===== config.mk =====
export PLATFORM = sky130hd
export DESIGN_NAME = two_week_calendar_days
export DESIGN_NICKNAME = d
export VERILOG_FILES = /design/src/rtl/core/twcd_pkg.sv /design/src/rtl/core/twcd_seed.sv /design/src/rtl/core/twcd_cell.sv /design/src/rtl/core/two_week_calendar_days.sv
export SDC_FILE = /design/constraint.sdc
export NUM_CORES = 1
export LEC_CHECK = 0
export ABC_AREA = 1
export BUFFER_PORTS_ARGS = -buffer_cell sky130_fd_sc_hd__buf_2
export CORE_MARGIN = 4
export CORE_UTILIZATION = 50
export DETAILED_ROUTE_END_ITERATION = 7
export PLACE_DENSITY = 0.66
export SKIP_LAST_GASP = 1
export SLEW_MARGIN = 5
export SYNTH_ARGS = -nofsm -noshare
export SYNTH_HDL_FRONTEND = slang
export SYNTH_HIERARCHICAL = 1
export SYNTH_SLANG_ARGS = --single-unit

===== constraint.sdc =====
create_clock -name clk -period 4.64 [get_ports clk]
set_clock_uncertainty 0.1 [all_clocks]
set_input_delay 0.232 -clock clk [delete_from_list [all_inputs] [get_ports clk]]
set_output_delay 0.232 -clock clk [all_outputs]
set_load 0.01 [all_outputs]

===== src/rtl/core/twcd_pkg.sv =====
// Shared types, constants and the month length table for the two-week calendar grid.
// Depends on nothing; every module of the block imports it.
package twcd_pkg;

  // Allowed grid sizes and the default size.
  localparam int CELLS_MAX          = 14;
  localparam int CELLS_MIN          = 7;
  localparam int GRID_CELLS_DEFAULT = 14;

  // Month and weekday codes.
  localparam logic [3:0] MONTH_JAN  = 4'd0;
  localparam logic [3:0] MONTH_FEB  = 4'd1;
  localparam logic [3:0] MONTH_APR  = 4'd3;
  localparam logic [3:0] MONTH_JUN  = 4'd5;
  localparam logic [3:0] MONTH_SEP  = 4'd8;
  localparam logic [3:0] MONTH_NOV  = 4'd10;
  localparam logic [3:0] MONTH_DEC  = 4'd11;
  localparam logic [2:0] WEEKDAY_SAT = 3'd6;

  // Division of a 12-bit year by one hundred as a reciprocal multiply.
  localparam int          PROD_W       = 25;
  localparam int          QUOT_W       = 6;
  localparam int          DIV100_SHIFT = 19;
  localparam logic [12:0] DIV100_MUL   = 13'd5243;

  // A calendar date inside the grid.
  typedef struct packed {
    logic [4:0] day;
    logic [3:0] month;
  } twcd_date_t;

  // Today's date as requested, carried alongside each date in the chain.
  typedef struct packed {
    logic [2:0] weekday;
    logic [4:0] dom;
    logic [3:0] month;
    logic       leap;
  } twcd_ctx_t;

  // Number of days in a month under the Gregorian rule.
  function automatic logic [4:0] month_days(input logic [3:0] month, input logic leap);
    logic [4:0] days;
    case (month)
      MONTH_FEB: days = leap ? 5'd29 : 5'd28;
      MONTH_APR, MONTH_JUN, MONTH_SEP, MONTH_NOV: days = 5'd30;
      default: days = 5'd31;
    endcase
    return days;
  endfunction

endpackage


===== src/rtl/core/twcd_seed.sv =====
// Input stage of the calendar grid: captures a request, works out the leap year
// and the date shown in the first cell. Depends on twcd_pkg.
module twcd_seed import twcd_pkg::*; (
  input  logic        clk,
  input  logic        rst,
  input  logic        req,
  input  logic [2:0]  weekday,
  input  logic [4:0]  day_of_month,
  input  logic [3:0]  month_index,
  input  logic [11:0] full_year,
  output logic        pending,
  output twcd_date_t  seed_date,
  output twcd_ctx_t   seed_ctx
);

  logic [2:0]          wd;
  logic [4:0]          dom;
  logic [3:0]          mon;
  logic [11:0]         year;
  logic [QUOT_W-1:0]   quot;
  logic [PROD_W-1:0]   prod;
  logic [11:0]         hundreds;
  logic                century;
  logic                leap;
  logic [3:0]          prev_month;
  logic [5:0]          wrap_day;

  // The year divided by one hundred, exact over the whole 12-bit range.
  assign prod = PROD_W'(full_year) * PROD_W'(DIV100_MUL);

  // Request capture, with weekday, month and a zero day clamped to legal values.
  always_ff @(posedge clk) begin
    if (rst) begin
      pending <= 1'b0;
    end else begin
      pending <= req;
    end
    if (req) begin
      wd   <= (weekday > WEEKDAY_SAT) ? WEEKDAY_SAT : weekday;
      dom  <= (day_of_month == 5'd0) ? 5'd1 : day_of_month;
      mon  <= (month_index > MONTH_DEC) ? MONTH_DEC : month_index;
      year <= full_year;
      quot <= prod[DIV100_SHIFT +: QUOT_W];
    end
  end

  // Leap year: divisible by four, and a century year only when divisible by 400.
  assign hundreds = (12'(quot) << 6) + (12'(quot) << 5) + (12'(quot) << 2);
  assign century  = (hundreds == year);
  assign leap     = (year[1:0] == 2'd0) && (!century || (quot[1:0] == 2'd0));

  // The first cell lies weekday days before today, possibly in the month before.
  assign prev_month = (mon == MONTH_JAN) ? MONTH_DEC : mon - 4'd1;
  assign wrap_day   = 6'(month_days(prev_month, leap)) + 6'(dom) - 6'(wd);

  always_comb begin
    if (dom > 5'(wd)) begin
      seed_date.day   = dom - 5'(wd);
      seed_date.month = mon;
    end else begin
      seed_date.day   = wrap_day[4:0];
      seed_date.month = prev_month;
    end
    seed_ctx.weekday = wd;
    seed_ctx.dom     = dom;
    seed_ctx.month   = mon;
    seed_ctx.leap    = leap;
  end

endmodule


===== src/rtl/core/twcd_cell.sv =====
// One cell of the calendar grid chain: holds the date of its grid position and
// hands the date of the following position to its neighbour. Depends on twcd_pkg.
module twcd_cell import twcd_pkg::*; #(
  parameter int INDEX = 0
) (
  input  logic       clk,
  input  logic       rst,
  input  logic       in_valid,
  input  twcd_date_t in_date,
  input  twcd_ctx_t  in_ctx,
  output logic       valid,
  output twcd_date_t date,
  output twcd_ctx_t  ctx,
  output twcd_date_t nxt_date
);

  localparam logic [3:0] IDX      = 4'(INDEX);
  localparam logic [3:0] IDX_NEXT = 4'(INDEX + 1);

  logic       before_today;
  logic       today_next;
  logic [5:0] bump;
  logic       over;
  logic       wrap;

  // The date moves one cell along every cycle.
  always_ff @(posedge clk) begin
    if (rst) begin
      valid <= 1'b0;
    end else begin
      valid <= in_valid;
    end
    date <= in_date;
    ctx  <= in_ctx;
  end

  // Before today's cell only a move out of the previous month wraps, so a day
  // given past its month end still counts up to itself.
  assign before_today = IDX < {1'b0, ctx.weekday};
  assign today_next   = IDX_NEXT == {1'b0, ctx.weekday};
  assign bump         = {1'b0, date.day} + 6'd1;
  assign over         = bump > {1'b0, month_days(date.month, ctx.leap)};
  assign wrap         = over && (!before_today || (date.month != ctx.month));

  // Date of the following cell.
  always_comb begin
    if (today_next) begin
      nxt_date.day   = ctx.dom;
      nxt_date.month = ctx.month;
    end else if (wrap) begin
      nxt_date.day   = 5'd1;
      nxt_date.month = (date.month == MONTH_DEC) ? MONTH_JAN : date.month + 4'd1;
    end else begin
      nxt_date.day   = bump[4:0];
      nxt_date.month = date.month;
    end
  end

endmodule


===== src/rtl/core/two_week_calendar_days.sv =====
// Two-week calendar grid: day-of-month numbers for every cell of a grid that
// starts on Sunday, with today in the column of its weekday.
// Depends on twcd_pkg, twcd_seed and twcd_cell.
//
// Use: a request (weekday, day_of_month, month_index, full_year) is taken at a
// rising edge where start is high and busy is low. It yields GRID_CELLS results
// (clamped to 7..14), in cell order, one per cycle on cell_index, cell_day and
// last_cell, each marked by strobe for exactly one cycle; last_cell flags the
// final cell. The receiver cannot stall the results.
// The request passes through the input stage, then the chain of cells that each
// date walks through at one cell per cycle, then the result register. A new
// request is taken before the previous one is through: busy falls while the
// previous request still has results to deliver, so results of successive
// requests follow without a gap.
// Reset: synchronous; it empties the input stage and the chain, and requests
// in flight are dropped. Results from a request never overlap another's.
module two_week_calendar_days import twcd_pkg::*; #(
  parameter int GRID_CELLS = GRID_CELLS_DEFAULT
) (
  input  logic        clk,
  input  logic        rst,
  input  logic        start,
  output logic        busy,
  input  logic [2:0]  weekday,
  input  logic [4:0]  day_of_month,
  input  logic [3:0]  month_index,
  input  logic [11:0] full_year,
  output logic        strobe,
  output logic [3:0]  cell_index,
  output logic [4:0]  cell_day,
  output logic        last_cell
);

  localparam int CELLS = (GRID_CELLS > CELLS_MAX) ? CELLS_MAX :
                         (GRID_CELLS < CELLS_MIN) ? CELLS_MIN : GRID_CELLS;

  logic             accept;
  logic             seed_pending;
  twcd_date_t       seed_date;
  twcd_ctx_t        seed_ctx;
  logic             chain_valid [CELLS];
  twcd_date_t       chain_date  [CELLS];
  twcd_ctx_t        chain_ctx   [CELLS];
  logic [CELLS-1:0] slot_valid;
  twcd_date_t       slot_date   [CELLS];
  logic             mux_any;
  logic [3:0]       mux_index;
  logic [4:0]       mux_day;
  logic             mux_last;

  assign accept = start && !busy;

  // Input stage: clamps the fields and finds the first cell's date.
  twcd_seed u_seed (
    .clk          (clk),
    .rst          (rst),
    .req          (accept),
    .weekday      (weekday),
    .day_of_month (day_of_month),
    .month_index  (month_index),
    .full_year    (full_year),
    .pending      (seed_pending),
    .seed_date    (seed_date),
    .seed_ctx     (seed_ctx)
  );

  assign chain_valid[0] = seed_pending;
  assign chain_date[0]  = seed_date;
  assign chain_ctx[0]   = seed_ctx;

  // Chain of cells, one per grid position.
  for (genvar k = 0; k < CELLS; k++) begin : g_cell
    if (k < CELLS - 1) begin : g_mid
      twcd_cell #(.INDEX(k)) u_cell (
        .clk      (clk),
        .rst      (rst),
        .in_valid (chain_valid[k]),
        .in_date  (chain_date[k]),
        .in_ctx   (chain_ctx[k]),
        .valid    (chain_valid[k+1]),
        .date     (slot_date[k]),
        .ctx      (chain_ctx[k+1]),
        .nxt_date (chain_date[k+1])
      );
      assign slot_valid[k] = chain_valid[k+1];
    end else begin : g_end
      twcd_cell #(.INDEX(k)) u_cell (
        .clk      (clk),
        .rst      (rst),
        .in_valid (chain_valid[k]),
        .in_date  (chain_date[k]),
        .in_ctx   (chain_ctx[k]),
        .valid    (slot_valid[k]),
        .date     (slot_date[k]),
        .ctx      (),
        .nxt_date ()
      );
    end
  end

  // A new request may enter once the previous one has reached the last two cells.
  assign busy = seed_pending || (|slot_valid[CELLS-3:0]);

  // At most one cell is occupied, so its contents are picked by an and-or select.
  always_comb begin
    mux_any   = 1'b0;
    mux_index = '0;
    mux_day   = '0;
    mux_last  = 1'b0;
    for (int k = 0; k < CELLS; k++) begin
      if (slot_valid[k]) begin
        mux_any   = 1'b1;
        mux_index = mux_index | 4'(k);
        mux_day   = mux_day | slot_date[k].day;
        mux_last  = mux_last | (k == CELLS - 1);
      end
    end
  end

  // Result register.
  always_ff @(posedge clk) begin
    if (rst) begin
      strobe <= 1'b0;
    end else begin
      strobe <= mux_any;
    end
    cell_index <= mux_index;
    cell_day   <= mux_day;
    last_cell  <= mux_last;
  end

  // Only one request is ever in the chain.
  a_single_slot: assert property (@(posedge clk) disable iff (rst)
    $onehot0(slot_valid))
    else $error("More than one grid cell is occupied.");

  // A request's first cell passes the input stage, cell 0 and the result register.
  a_first_cell: assert property (@(posedge clk) disable iff (rst)
    accept |-> ##3 (strobe && (cell_index == 4'd0)))
    else $error("First cell of a request did not appear on time.");

  // Cells of one request follow each other without a gap.
  a_run: assert property (@(posedge clk) disable iff (rst)
    (strobe && !last_cell) |=> (strobe && (cell_index == $past(cell_index) + 4'd1)))
    else $error("Cell sequence broken within a request.");

  // The final flag marks the last grid cell only.
  a_last: assert property (@(posedge clk) disable iff (rst)
    (strobe && last_cell) |-> (cell_index == 4'(CELLS - 1)))
    else $error("Final flag on the wrong cell.");

  // A day number is never zero.
  a_day: assert property (@(posedge clk) disable iff (rst)
    strobe |-> (cell_day != 5'd0))
    else $error("Zero day number emitted.");

endmodule


==> summary.md <==
| Metric | Value |
|---|---|
| Max-slew headroom | `34.6%` |
| Worst r2r src | `u_seed/quot[0]$_DFFE_PP_` |
| Hold Path Origin | `start` |
| Crit path max fanout | `5` |
| Die H | `193 µm` |
| Port bufs | `38` |
| Antenna cells | `0` |
| Starting Density | `50.9%` |
| First-iteration detailed-routing DRC count | `589` |
| Nets | `2538` |
| R2R depth | `21` |
| Root buffer cell | `clkbuf_16` |
| Initial antenna violation count | `0` |
| Setup_tns | `0 ns` |
| Fmax | `226 MHz` |
| Final setup vio count | `0` |
| Max Root-Sink Buffers | `3` |
| Synthesized area | `17100 µm²` |
| Die Area | `37200 µm²` |
| Post-route cell area | `19100 µm²` |
| Tightest Pin Transition | `0.979 ns` |
| GRT Total Usage | `19.5%` |
| Post-DR wirelength/cell | `13.2 µm` |
| Most frequent cells in the layout | `nand2_1 (577), inv_1 (366), dfxtp_1 (245)` |
| Post-DR vias/cell | `4.98` |
| Static Leak | `9.88 nW` |
| Setup bufs post-CTS | `0` |
| Area growth syn-to-layout | `11.9%` |
| Post-Syn Instances | `2184` |
| Ratio of cells with drive above 1 in the final layout | `10.8%` |
| Setup slack, reg-to-reg | `0.64 ns` |
| Critical Path End | `u_seed/quot[3]$_DFFE_PP_` |
| Crit. Startpoint | `full_year[8]` |
| Post-Syn Area per Cell | `7.83 µm²` |
| Core area | `33600 µm²` |
| Power per standard cell area | `644 nW/µm²` |
| First-pass GRT wire length | `61.1 mm` |
| Hold path depth | `5` |
| Total grt overflow | `0` |
| Max-cap violations | `0` |
| Minimum clock period | `4.43 ns` |
| Final Hold Fails | `0` |
| Critical path class | `input pin to flip-flop` |
| Via count | `13.6k` |
| Vias in the first global route | `13.2k` |
| VDD IR max | `0.330 mV` |
| Worst setup EP type | `flip-flop` |
| Num rows | `67` |
| I/O pin count | `39` |
| Crit path launch type | `input pin` |
| Worst Hold Class | `input pin to flip-flop` |
| Die X | `193 µm` |
| Post-DP HPWL | `28.6 mm` |
| YS warnings | `6` |
| Status | `finished, final reports clean` |
| Drt pass-1 iters | `5` |
| Worst-Skew Late Latency | `0.56 ns` |
| Clock transition at path regs | `0.07 ns` |
| RSZ-0062 raised after global routing | `no` |
| Routed Antenna Nets | `0` |
| Commonest non-fill, non-tap cell in the layout | `nand2_1` |
| Slew Viols, Final | `0` |
| GP Congestion | `0.926` |
| Critical Path AT | `4.65 ns` |
| Worst reg2reg endpoint | `g_cell[0].g_mid.u_cell/date[8]$_DFF_P_` |
| Post-route DRC | `0` |
| Multi-input logic area | `9690 µm²` |
| Number of fillers in the final layout | `3124` |
| Final WL | `36.0 mm` |
| Largest net degree at the start of global routing | `32` |
| H-tree depth | `1` |
| TritonCTS Buffers | `30` |
| WP data required | `4.85 ns` |
| CTS Sinks | `275` |
| CTS tree | `done` |
| Period utilization | `95.5%` |
| Syn nets | `2456` |
| FF+latch area | `5810 µm²` |
| Placed Area | `17700 µm²` |
report_power, final:
part	total, mW	switching (mW)	leakage (nW)	internal [mW]
Sequential	3.87	0.794	2.34	3.08
Combinational	5.93	3.60	7.03	2.33
Clock	2.51	0.973	0.511	1.54
routing by layer:
layer / track usage [%] / routed length (µm) / vias up
met5: 0 / 0 / -
met1: 24.5 / 16400 / 6215
met4: 5.09 / 894 / 0
met2: 35.4 / 17600 / 213
li1: - / - / 7134
met3: 2.73 / 1140 / 68
what timing repair did:
| action | 4_1_cts | 5_1_grt |
|---|---|---|
| hold endpoints to repair | 39 | 0 |
| setup endpoints to repair | 0 | 6 |
| gates resized for setup | 0 | 10 |
| hold buffers | 27 | 0 |
worst max-delay path: stages:
cell and delay (ns):
dlygate4sd3_1 0.53, buf_2 0.13, buf_4 0.15, ha_1 0.34, inv_1 0.07, fa_1 0.48
inv_1 0.06, fa_1 0.54, inv_1 0.06, fa_1 0.51, fa_1 0.54, inv_1 0.07
ha_4 0.27, nand2_1 0.08, nor2_1 0.11, inv_1 0.07, nor3_1 0.14, nand3_1 0.12
nand4_1 0.11, nand2_1 0.06
cell type report:
type                       count  share of cell area (%)
multi-input combinational   1490                    50.7
sequential                   275                    30.4
inverter                     399                    7.96
clock buffer                  40                    4.34
tap                          448                    2.93
timing repair buffer          70                    2.60
clock inverter                15                    1.16
per-stage QoR:
step                hold WS [ns]  setup WS, ns  std cells  total power [mW]  utilization [%]
floorplan                  0.201         0.365       2184              8.34                -
global placement           0.237        0.0745       2655              9.46             52.7
detailed placement         0.237        0.0407       2655              9.62             52.7
CTS                       0.0750         0.103       2737              12.2             56.7
global route               0.130       0.00752       2737              13.6             56.9
finish                    0.0744         0.208       2737              12.3             56.9
worst min-delay path by stage:
stage,to,slack (ns)
global route,u_seed/pending$_SDFF_PP0_,0.13
CTS,u_seed/pending$_SDFF_PP0_,0.08
finish,u_seed/pending$_SDFF_PP0_,0.07
global placement,g_cell[6].g_mid.u_cell/ctx[11]$_DFF_P_,0.24
detailed placement,g_cell[2].g_mid.u_cell/ctx[7]$_DFF_P_,0.24
floorplan,strobe$_SDFF_PP0_,0.20
registers in the layout, indices dropped and copies added, names as in the netlist:
signal / flops
cell_day: 5
cell_index: 4
g_cell.g_end.u_cell/date: 5
g_cell.g_end.u_cell/valid: 1
g_cell.g_mid.u_cell/ctx: 97
g_cell.g_mid.u_cell/date: 117
g_cell.g_mid.u_cell/valid: 13
last_cell: 1
strobe: 1
u_seed/dom: 5
u_seed/mon: 4
u_seed/pending: 1
u_seed/quot: 6
u_seed/wd: 3
u_seed/year: 12
(Power assumes the default switching activity.)
